## config.mk

```make
export PLATFORM = sky130hd
export DESIGN_NAME = ole_cell
export DESIGN_NICKNAME = d
export VERILOG_FILES = /design/src/hw/rtl/ole_pkg.sv /design/src/hw/rtl/ole_cell.sv
export SDC_FILE = /design/constraint.sdc
export NUM_CORES = 1
export LEC_CHECK = 0
export ABC_AREA = 1
export BUFFER_PORTS_ARGS = -buffer_cell sky130_fd_sc_hd__buf_2
export CAP_MARGIN = 20
export CORE_ASPECT_RATIO = 0.6
export CORE_UTILIZATION = 40
export CTS_CLUSTER_SIZE = 12
export DETAILED_ROUTE_END_ITERATION = 10
export GPL_TIMING_DRIVEN = 0
export MAX_ROUTING_LAYER = met4
export PLACE_DENSITY = 0.79
export SYNTH_ARGS = -nofsm -noshare
export SYNTH_HDL_FRONTEND = slang
export SYNTH_SLANG_ARGS = --single-unit
export TNS_END_PERCENT = 100
```

## constraint.sdc

```tcl
create_clock -name clk -period 5.04 [get_ports clk]
set_input_delay 0 -clock clk [delete_from_list [all_inputs] [get_ports clk]]
set_output_delay 0 -clock clk [all_outputs]
set_load 0.01 [all_outputs]
```

## src/hw/rtl/ole_pkg.sv

```systemverilog
// Package for the ordered list engine: command and status codes,
// transfer structs and the control bundle broadcast along the cell chain.
// No dependencies.
`timescale 1ns / 1ps

package ole_pkg;

  localparam int unsigned DEF_CAPACITY = 64;
  // wide enough for a position or a count at the largest supported capacity
  localparam int unsigned POS_W        = 11;
  localparam int unsigned VAL_W        = 32;

  localparam logic [3:0] CMD_INS_FIRST = 4'd0;
  localparam logic [3:0] CMD_INS_LAST  = 4'd1;
  localparam logic [3:0] CMD_INS_AT    = 4'd2;
  localparam logic [3:0] CMD_DEL_FIRST = 4'd3;
  localparam logic [3:0] CMD_DEL_LAST  = 4'd4;
  localparam logic [3:0] CMD_DEL_AT    = 4'd5;
  localparam logic [3:0] CMD_SEARCH    = 4'd6;
  localparam logic [3:0] CMD_SIZE      = 4'd7;
  localparam logic [3:0] CMD_CLEAR     = 4'd8;

  localparam logic [2:0] ST_OK        = 3'd0;
  localparam logic [2:0] ST_EMPTY     = 3'd1;
  localparam logic [2:0] ST_INVALID   = 3'd2;
  localparam logic [2:0] ST_FULL      = 3'd3;
  localparam logic [2:0] ST_NOT_FOUND = 3'd4;

  typedef struct packed {
    logic [3:0]        cmd;
    logic signed [31:0] value;
    logic signed [7:0]  position;
  } in_item_t;

  typedef struct packed {
    logic [2:0] status;
    logic [5:0] found_position;
    logic [6:0] list_size;
  } out_item_t;

  // broadcast to every cell each cycle
  typedef struct packed {
    logic             ins;
    logic             del;
    logic [POS_W-1:0] at;
    logic [POS_W-1:0] limit;
    logic [VAL_W-1:0] value;
  } cell_ctrl_t;

endpackage

```

## src/hw/rtl/ole_cell.sv

```systemverilog
// One list cell: holds a single entry, shifts with its neighbours on
// insert and delete, and flags a search match.
// Depends on ole_pkg.
`timescale 1ns / 1ps

module ole_cell import ole_pkg::*; #(
  parameter int unsigned IDX = 0
) (
  input  logic             clk,
  input  cell_ctrl_t       ctrl,
  input  logic [VAL_W-1:0] left_val,
  input  logic [VAL_W-1:0] right_val,
  output logic [VAL_W-1:0] val,
  output logic             hit
);

  localparam logic [POS_W-1:0] MY_POS = POS_W'(IDX);

  logic [VAL_W-1:0] val_r;
  logic [VAL_W-1:0] val_nxt;

  always_comb begin
    val_nxt = val_r;
    if (ctrl.ins) begin
      if (MY_POS > ctrl.at) begin
        val_nxt = left_val;
      end else if (MY_POS == ctrl.at) begin
        val_nxt = ctrl.value;
      end
    end else if (ctrl.del) begin
      if (MY_POS >= ctrl.at) begin
        val_nxt = right_val;
      end
    end
  end

  always_ff @(posedge clk) begin
    val_r <= val_nxt;
  end

  assign val = val_r;
  // only occupied cells may match
  assign hit = (val_r == ctrl.value) && (MY_POS < ctrl.limit);

endmodule

```

==> results.md, run 1 <==
- Outcome: complete, no violations
- Most frequent cell after synthesis: nand2_1
- Fin Setup TNS: 0 ps
- Post-DP HPWL: between 4000 and 5000 µm
- Worst slew pin tran: 912 ps
- Final #Nets: around 500
- Net Count, Synth: between 300 and 400
- GPL Wtd Cong: approximately 0.72
- Netlist cell types: 16
- Wire per inst: between 10 and 15 µm
- Ant diodes: 0
- Drt pass-1 iters: 5
- Seq/Total Area, Yosys: a little under half
- Mapped cell area: approximately 2000 µm²
- CP max FO: 3
- Die Area: 5310 µm²
- Ys async rst share: 0%
- Number of CTS-inserted buffers: 5
- Post-synth top area cell: edfxtp_1
- RSZ-0062 raised after global routing: no
- Avg Synthesized Cell Area: ~7.9 µm²
- First-pass GRT wire length: 8290 µm
- Pre-CTS worst setup slack: approximately 3400 ps
- Most frequent cells after synthesis: 77 x nand2_1, 43 x inv_1, 43 x nor2_1, 32 x edfxtp_1, 22 x a21oi_1
- Startpoint Class: flop
- CP top delay family: simple AND/OR/NAND/NOR gates
- Chip height: 56.8 µm
- Initial antenna violation count: 0
- Ports: 154
- Largest net degree at the start of global routing: 33
- H-tree depth: 2
- Clock Pin Slew Worst Setup and Hold Paths: around 60 ps
- Top cell type's share of synthesized area: 47.9%
- Rows: 19
- Worst Hold Class: in2reg
- Via count of the routed design: between 1500 and 2000
- Final worst setup slack: 3540 ps
- # clock sinks: 32
- Clock tree from TritonCTS: built
- Setup CP Type: reg2out
- Port bufs: between 100 and 150
- Hold Vio Cnt, Final: 0
- Post-Syn Instances: about 250
- Critical Path Sink Type: output port
- Area Overhead vs Synth: 38.1%
- Non-Filler Instances: about 440
- Pwr per Cell Area: 204 nW/µm²
- Crit path largest cell delay: 410 ps
- Post-Route WL: approximately 5100 µm
- Core area: roughly 4700 µm²
- Final slew viol count: 0
- WP data required: between 5000 and 6000 ps
- Seq cells post-synth: 32
- Slew HR: roughly 39%
- Critical path arrival: 1500 ps
- Placed Cells incl. Taps: about 440
- Root Driver: clkbuf_8
- Final Cycle Share: 29.8%
- Pleak: around 0.0015 µW
- Die width: approximately 93 µm
- Post-synth EDFFs: 32
- Gr usage total: between 20% and 30%
- Warnings, synthesis: 0
- Power Total: between 500 and 600 µW
- # Post-CTS Setup Buffers: 0
- CTS max path bufs: 2
- Crit path time final: around 1500 ps
- Peak supply drop: 0.137 mV
- F_max: ~670 MHz
- Buf/Inv on CP: 1
- Post-cts resize count: 0
- Iter 0 DRT Violations: between 70 and 80
- Max FFs per register: 32
- Worst path cell trace: nand2_1 > nand2_1 > nor2_1 > nand2_1 > nor2_1 > nand3_1 > nor2_1 > buf_2
- DR vias/cell: 4.45
- Vias in the first global route: about 1900
- Hold Buf Count CTS: 0
- Final core occ: 59.1%
- Starting Density: between 40 and 50%
- CP max stage cell: edfxtp_1
- Final setup violation count: 0
- Synth Flop Type: edfxtp_1
- DRC: 0
- Max-cap violations: 0
- Final antenna-violating net count: 0
- Share of layout cells above drive strength 1: between 30% and 40%
- Most area-consuming cells after synthesis: edfxtp_1 48%, nand2_1 14%, inv_1 8.1%, nor2_1 8.1%, a21oi_1 5.5%
- Congestion Overflow GR: 0
[path summary, 6_finish.rpt]
| path | start | endpoint | slack, ps | cells past startpoint |
|---|---|---|---|---|
| worst min-delay path | right_val[17] | val[17] | 30 | 2 |
| worst max-delay path | val[10] | hit | 3540 | 8 |
[routing by layer]
layer  global-route usage [%]  vias to the layer above  part of all wire [%]
li1                         -                     1045                     -
met1                     27.6                      832                    48
met2                     32.6                       88                    43
met3                     5.69                        7                   7.8
met4                     5.49                        0                  0.99
met5                        -                        -                     0
[through the flow]
| stage | cell area [µm²] | hold slack (ps) |
|---|---|---|
| finish | 2770 | 25.3 |
| global route | 2770 | 15.0 |
| CTS | 2770 | 14.9 |
| detailed placement | 2690 | 306 |
| global placement | 2680 | 299 |
| floorplan | 2000 | 217 |
[where the power goes]
group          total (µW)  internal [µW]  switching [µW]
Sequential            295            295          0.0874
Clock                 179           91.0            87.8
Combinational        91.5           49.3            42.3
[kinds of logic after synthesis]
family	count (synthesis)	synth area share, %
xor gates and xnor gates	10	4.37
DFF	32	47.9
muxes	10	6.18
AOI/OAI and AO/OA	24	5.99
and+or+nand+nor	128	24.7
buffers and inverters	49	10.8
[cells in the final DEF (no fill, tap or decap), types with 3 or more instances in the layout]
cell	synthesis	routed
a21oi_1	22	22
buf_2	2	122
buf_6	4	4
clkbuf_8	0	5
edfxtp_1	32	32
inv_1	43	43
mux2_2	7	7
mux2_4	3	3
nand2_1	77	77
nor2_1	43	42
nor4_1	3	3
xnor2_1	8	8
[final cells by class]
class	count	area, µm²
fill	456	1920
timing repair buffer	120	601
inverter	43	161
clock inverter	2	7.51
sequential	32	961
tap	63	78.8
buffer	6	55.1
multi-input combinational	172	835
clock buffer	5	68.8
(Power assumes the default switching activity.)
==> run 2: changes to the inputs <==
- CORE_UTILIZATION: 40 -> 36
- PLACE_DENSITY: 0.79 -> 0.75
- clock period: 5.04 -> 1.3 ns (I/O delays scaled with it)
==> run 2 against run 1 <==
Compared with the run above: highest routed layer unchanged; die area is 11% higher; critical path depth unchanged; final cell count rose by 1.6%; largest power group unchanged; critical path type unchanged; utilization decreased by 5.1 points; total power rose to 3.9 times the previous value; the run now ends with design-rule violations, negative setup slack left; via count shrank 0.25%; final area up 1.5%; count of clock-buffer cells in the layout grew 2; flip-flop and latch count did not move; setup slack worse by 3700 ps; sequential share of layout area is 0.51 points lower.
==> results.md, run 2 (synthesis results as in run 1) <==
- Outcome: finished with violations (was complete, no violations)
- Failing checks: design-rule violations, negative setup slack
- Placed Cells incl. Taps: 439 (was 436)
- Ports: 154 (unchanged)
- Final antenna-violating net count: 0 (unchanged)
- Worst slew pin tran: 529 ps (was 912 ps)
- Hold Path Sink: val[23] (was val[17])
- Commonest non-fill, non-tap cell in the layout: buf_2 (unchanged)
- Final setup violation count: 1 (was 0)
- Ant diodes: 0 (unchanged)
- Hold Path Origin: right_val[23] (was right_val[17])
- Drt pass-1 iters: 7 (was 5)
- Max FFs per register: 32 (unchanged)
- Routed met3 length: 306 µm (was 399 µm)
- Peak supply drop: 0.515 mV (was 0.137 mV)
- CP max FO: 3 (unchanged)
- Via count of the routed design: 1967 (was 1972)
- DRC: 8 (was 0)
- Pleak: 0.00146 µW (was 0.00145 µW)
- Post-Route WL: 5220 µm (was 5140 µm)
- Hold Buf Count CTS: 0 (unchanged)
- Gr usage total: 19.3% (was 21.1%)
- F_max: ~680 MHz
- Chip height: 59.8 µm (was 56.8 µm)
- Pre-CTS worst setup slack: -366 ps (was 3360 ps)
- Wire per inst: 11.6 µm (about the same)
- Root Driver: clkbuf_8 (unchanged)
- Met1 Routed Length: 2590 µm (was 2480 µm)
- Critical Path Sink Type: output port (unchanged)
- Final #Nets: 504 (was 501)
- Pwr per Cell Area: 790 nW/µm² (was 204 nW/µm²)
- Max-cap violations: 0 (unchanged)
- Die Area: 5880 µm² (was 5310 µm²)
- Hold Vio Cnt, Final: 0 (unchanged)
- Startpoint Class: flop (unchanged)
- Number of CTS-inserted buffers: 5 (unchanged)
- Worst path cell trace: nand2_1 > nand2_1 > nor2_1 > nand2_1 > nor2_2 > nand3_1 > nor2_1 > buf_2 (was nand2_1 > nand2_1 > nor2_1 > nand2_1 > nor2_1 > nand3_1 > nor2_1 > buf_2)
- Final Cycle Share: 113%
- Non-Filler Instances: 450 (was 443)
- Critical path arrival: 1460 ps (was 1500 ps)
- WL met2: 2290 µm (was 2210 µm)
- Area Overhead vs Synth: 40.1% (was 38.1%)
- Final worst setup slack: -164 ps (was 3540 ps)
- Post-DP HPWL: 3990 µm (was 4050 µm)
- Rows: 20 (was 19)
- Slew HR: 64.6% (was 39.1%)
- DR top layer: met4 (unchanged)
- RSZ-0062 raised after global routing: yes (was no)
- Vias in the first global route: 1879 (was 1907)
- WP data required: 1300 ps (was 5040 ps)
- CP top delay family: simple AND/OR/NAND/NOR gates (unchanged)
- CP dominant cell by count: nand2_1
- Congestion Overflow GR: 0 (unchanged)
- CP startpoint: val[30] (was val[10])
- CP max stage cell: edfxtp_1 (unchanged)
- Buf/Inv on CP: 1 (unchanged)
- GPL Wtd Cong: 0.781 (was 0.718)
- # clock sinks: 32 (unchanged)
- Commonest non-fill, non-tap cells in the layout: 122 x buf_2, 77 x nand2_1, 43 x inv_1, 39 x nor2_1, 32 x edfxtp_1 (was 122 x buf_2, 77 x nand2_1, 43 x inv_1, 42 x nor2_1, 32 x edfxtp_1)
- Clock tree from TritonCTS: built (unchanged)
- H-tree depth: 2 (unchanged)
- Core area: 5200 µm² (was 4680 µm²)
- Worst Hold Class: in2reg (unchanged)
- Min-Delay Path Depth: 2 (unchanged)
- Crit path time final: 1460 ps
- Port bufs: 120 (unchanged)
- Iter 0 DRT Violations: 51 (was 74)
- Largest net degree at the start of global routing: 17 (was 33)
- CTS max path bufs: 2 (unchanged)
- Clock Pin Slew Worst Setup and Hold Paths: 60 ps (about the same)
- Initial antenna violation count: 0 (unchanged)
- DR vias/cell: 4.37 (was 4.45)
- Die width: 98.3 µm (was 93.4 µm)
- Starting Density: 38.5% (was 42.8%)
- Setup CP Type: reg2out (unchanged)
- Share of layout cells above drive strength 1: 38.5% (was 37.4%)
- First-pass GRT wire length: 8250 µm (was 8290 µm)
- Crit path largest cell delay: 420 ps (was 410 ps)
- Final slew viol count: 0 (unchanged)
==> run 2: layer usage <==
| metal | track usage (%) | vias up |
|---|---|---|
| met2 | 32.6 | 64 |
| met3 | 4.33 | 5 |
| met4 | 4.48 | 0 |
| met5 | - | - |
| li1 | - | 1054 |
| met1 | 24.0 | 844 |
==> run 2: metrics by stage <==
step                utilization, %  hold WS, ps  TNS, ps  area, µm²  power [µW]
global route                  54.0         12.9     -298       2810        2340
floorplan                        -          217        0       2010        1340
global placement              51.8          301   -11810       2700        1510
finish                        54.0         22.9     -164       2810        2220
detailed placement            51.8          306   -11610       2700        1520
CTS                           53.8         15.8     -165       2800        2250
==> run 2: how the worst max path moves through the flow <==
stage / end / slack (ps) / cells after the start
finish: hit / -160 / 8
global route: hit / -300 / 8
detailed placement: val[27] / -370 / 4
floorplan: val[0] / 7 / 3
global placement: val[27] / -370 / 4
CTS: hit / -170 / 8
==> run 2: area by class of cell <==
class	count	area, µm²
Buffer	6	55.1
Timing Repair Buffer	122	616
Tap cell	66	82.6
Sequential cell	32	961
Inverter	43	161
Clock inverter	1	3.75
Fill cell	505	2400
Clock buffer	7	76.3
Multi-Input combinational cell	173	853
==> run 2: power breakdown <==
| group | leakage (µW) | switching (µW) | total [µW] | internal (µW) |
|---|---|---|---|---|
| sequential | 0.000294 | 0.328 | 1140 | 1140 |
| combinational | 0.00113 | 167 | 358 | 192 |
| clock | 0.0000399 | 344 | 716 | 372 |
==> run 2: repair_timing <==
| action | 4_1_cts | 5_1_grt |
|---|---|---|
| pin swaps | 8 | 1 |
| endpoints found under the hold margin | 0 | 0 |
| buffers inserted | 1 | 1 |
| cloned | 1 | 0 |
| resized for setup | 3 | 1 |
| setup endpoints to repair | 33 | 1 |
==> run 3: changes to the inputs <==
==> constraint.sdc (replaced) <==
create_clock -name clk -period 1.3 [get_ports clk]
set_input_delay 0.065 -clock clk [delete_from_list [all_inputs] [get_ports clk]]
set_output_delay 0.065 -clock clk [all_outputs]
set_load 0.01 [all_outputs]
==> run 3 against run 2 <==
Compared with the run above: the run still ends with design-rule violations, negative setup slack left; total power grew 0.35%; highest routed layer unchanged; sequential share of layout area shrank 0.69 points; setup slack lost 44 ps; critical path depth is the same; flip-flop and latch count is the same; die area is the same; combinational power grew 1%; routed wire length grew 2.5%; via count grew 3.7%; clock power grew 0.6%.
==> results.md, run 3 (synthesis results as in run 1) <==
- Port bufs: 120 (unchanged)
- # clock sinks: 32 (unchanged)
- Crit path time final: 1510 ps (was 1460 ps)
- Worst path cell trace: nand2_1 > nand2_1 > nor2_1 > nand2_1 > nor2_2 > nand3_1 > nor2_1 > buf_2 (unchanged)
- Final slew viol count: 0 (unchanged)
- Net load switching power: 526 µW (was 511 µW)
- Initial antenna violation count: 0 (unchanged)
- Starting Density: 38.5% (unchanged)
- Wire per inst: 11.8 µm (was 11.6 µm)
- Buf/Inv on CP: 1 (unchanged)
- Hold Vio Cnt, Final: 0 (unchanged)
- Slew HR: 68.0% (was 64.6%)
- Via count of the routed design: 2040 (was 1967)
- CP max FO: 3 (unchanged)
- Chip height: 59.8 µm (unchanged)
- Commonest non-fill, non-tap cell in the layout: buf_2 (unchanged)
- Final core occ: 55.1% (was 54.0%)
- Die Area: 5880 µm² (unchanged)
- Seq pwr share: 51.4% (was 51.6%)
- Peak supply drop: 0.485 mV (was 0.515 mV)
- RSZ-0062 raised after global routing: yes (unchanged)
- Root Driver: clkbuf_8 (unchanged)
- Startpoint Class: flop (unchanged)
- Failing checks: design-rule violations, negative setup slack (unchanged)
- Final worst setup slack: -208 ps (was -164 ps)
- Net Sw Frac: 23.6% (was 23.0%)
- Number of CTS-inserted buffers: 5 (unchanged)
- Ports: 154 (unchanged)
- Congestion Overflow GR: 0 (unchanged)
- Worst Hold Class: in2reg (unchanged)
- Fin Setup TNS: -208 ps (was -164 ps)
- WHS: 85.0 ps (was 22.9 ps)
- Area of the multi-input gates: 860 µm² (was 853 µm²)
- Core area: 5200 µm² (unchanged)
- Share of layout cells above drive strength 1: 39.9% (was 38.5%)
- CP dominant cell by count: nand2_1 (unchanged)
- CP max stage cell: edfxtp_1 (unchanged)
- Final Cycle Share: 116% (was 113%)
- Pwr per Cell Area: 777 nW/µm² (was 790 nW/µm²)
- Outcome: finished with violations (unchanged)
- DR vias/cell: 4.49 (was 4.37)
- Crit path largest cell delay: 420 ps (about the same)
- Drt pass-1 iters: 9 (was 7)
- Max-cap violations: 0 (unchanged)
- First-pass GRT wire length: 8490 µm (was 8250 µm)
- WP data required: 1240 ps (was 1300 ps)
- CTS max path bufs: 2 (unchanged)
- Ant diodes: 0 (unchanged)
- Critical path arrival: 1440 ps (was 1460 ps)
- Vias in the first global route: 1910 (was 1879)
- Hold Buf Count CTS: 0 (unchanged)
- Setup CP Type: reg2out (unchanged)
- CP top delay family: simple AND/OR/NAND/NOR gates (unchanged)
- Iter 0 DRT Violations: 80 (was 51)
- Final setup violation count: 1 (unchanged)
- F_max: 663 MHz (was 683 MHz)
- Clock tree from TritonCTS: built (unchanged)
- Fillcell total: 503 (was 505)
- Gr usage total: 19.7% (was 19.3%)
- Clock share of power: 32.3% (about the same)
- Rows: 20 (unchanged)
- GPL Wtd Cong: 0.794 (was 0.781)
- Clock Pin Slew Worst Setup and Hold Paths: 70 ps (was 60 ps)
- H-tree depth: 2 (unchanged)
- DRC: 7 (was 8)
- Worst slew pin tran: 478 ps (was 529 ps)
- Internal Power: 1700 µW (was 1710 µW)
- Area Overhead vs Synth: 43.0% (was 40.1%)
- Max FFs per register: 32 (unchanged)
- Comb pwr share: 16.3% (was 16.2%)
- Largest net degree at the start of global routing: 17 (unchanged)
- Die width: 98.3 µm (unchanged)
- Pleak: 0.00149 µW (was 0.00146 µW)
- Post-Route WL: 5350 µm (was 5220 µm)
- Post-DP HPWL: 4080 µm (was 3990 µm)
- Critical Path Sink Type: output port (unchanged)
- Reg area: 961 µm² (unchanged)
- Final #Nets: 509 (was 504)
- Final antenna-violating net count: 0 (unchanged)
- Commonest non-fill, non-tap cells in the layout: 122 x buf_2, 77 x nand2_1, 43 x inv_1, 39 x nor2_1, 32 x edfxtp_1 (unchanged)
## run 3: cell type report
type                       count  area share [%]
multi-input combinational    173            30.0
tap                           66            2.88
buffer                         6            2.05
inverter                      43            5.63
clock inverter                 1           0.175
clock buffer                   6            2.53
sequential                    32            33.5
timing repair buffer         127            23.2
## run 3: timing repair
item	CTS	global route
endpoints found under the setup margin	33	33
cloned	1	0
pin swaps	4	7
gates resized for setup	3	1
endpoints found under the hold margin	0	0
buffers inserted	4	3
## run 3: per-layer routing
| metal | vias up | GRT usage (%) | share of wire, % | wire [µm] |
|---|---|---|---|---|
| met4 | 0 | 5.33 | 0.58 | 31 |
| met2 | 83 | 31.7 | 45 | 2390 |
| li1 | 1060 | - | - | - |
| met1 | 892 | 25.4 | 48 | 2540 |
| met3 | 5 | 4.44 | 7.1 | 382 |
| met5 | - | - | 0 | 0 |
## run 3: final timing paths
kind         start  endpoint  slack (ps)  cells past startpoint
min   right_val[1]    val[1]          90                      2
max         val[0]       hit        -210                      8
## run 3: stage by stage
| step | std cells | setup WS (ps) | total power, µW | area [µm²] |
|---|---|---|---|---|
| after floorplan | 253 | -49.3 | 1350 | 2020 |
| after global placement | 439 | -408 | 1510 | 2710 |
| after detailed placement | 439 | -406 | 1530 | 2710 |
| after CTS | 451 | -247 | 2250 | 2830 |
| after global routing | 454 | -324 | 2340 | 2870 |
| final | 454 | -208 | 2230 | 2870 |
## run 3: power groups by stage
stage / Clock [µW] / Combinational [µW] / Sequential, µW
floorplan: 0 / 179 / 1170
global placement: 0 / 349 / 1170
detailed placement: 0 / 361 / 1170
CTS: 744 / 364 / 1140
global route: 791 / 407 / 1140
finish: 720 / 363 / 1140
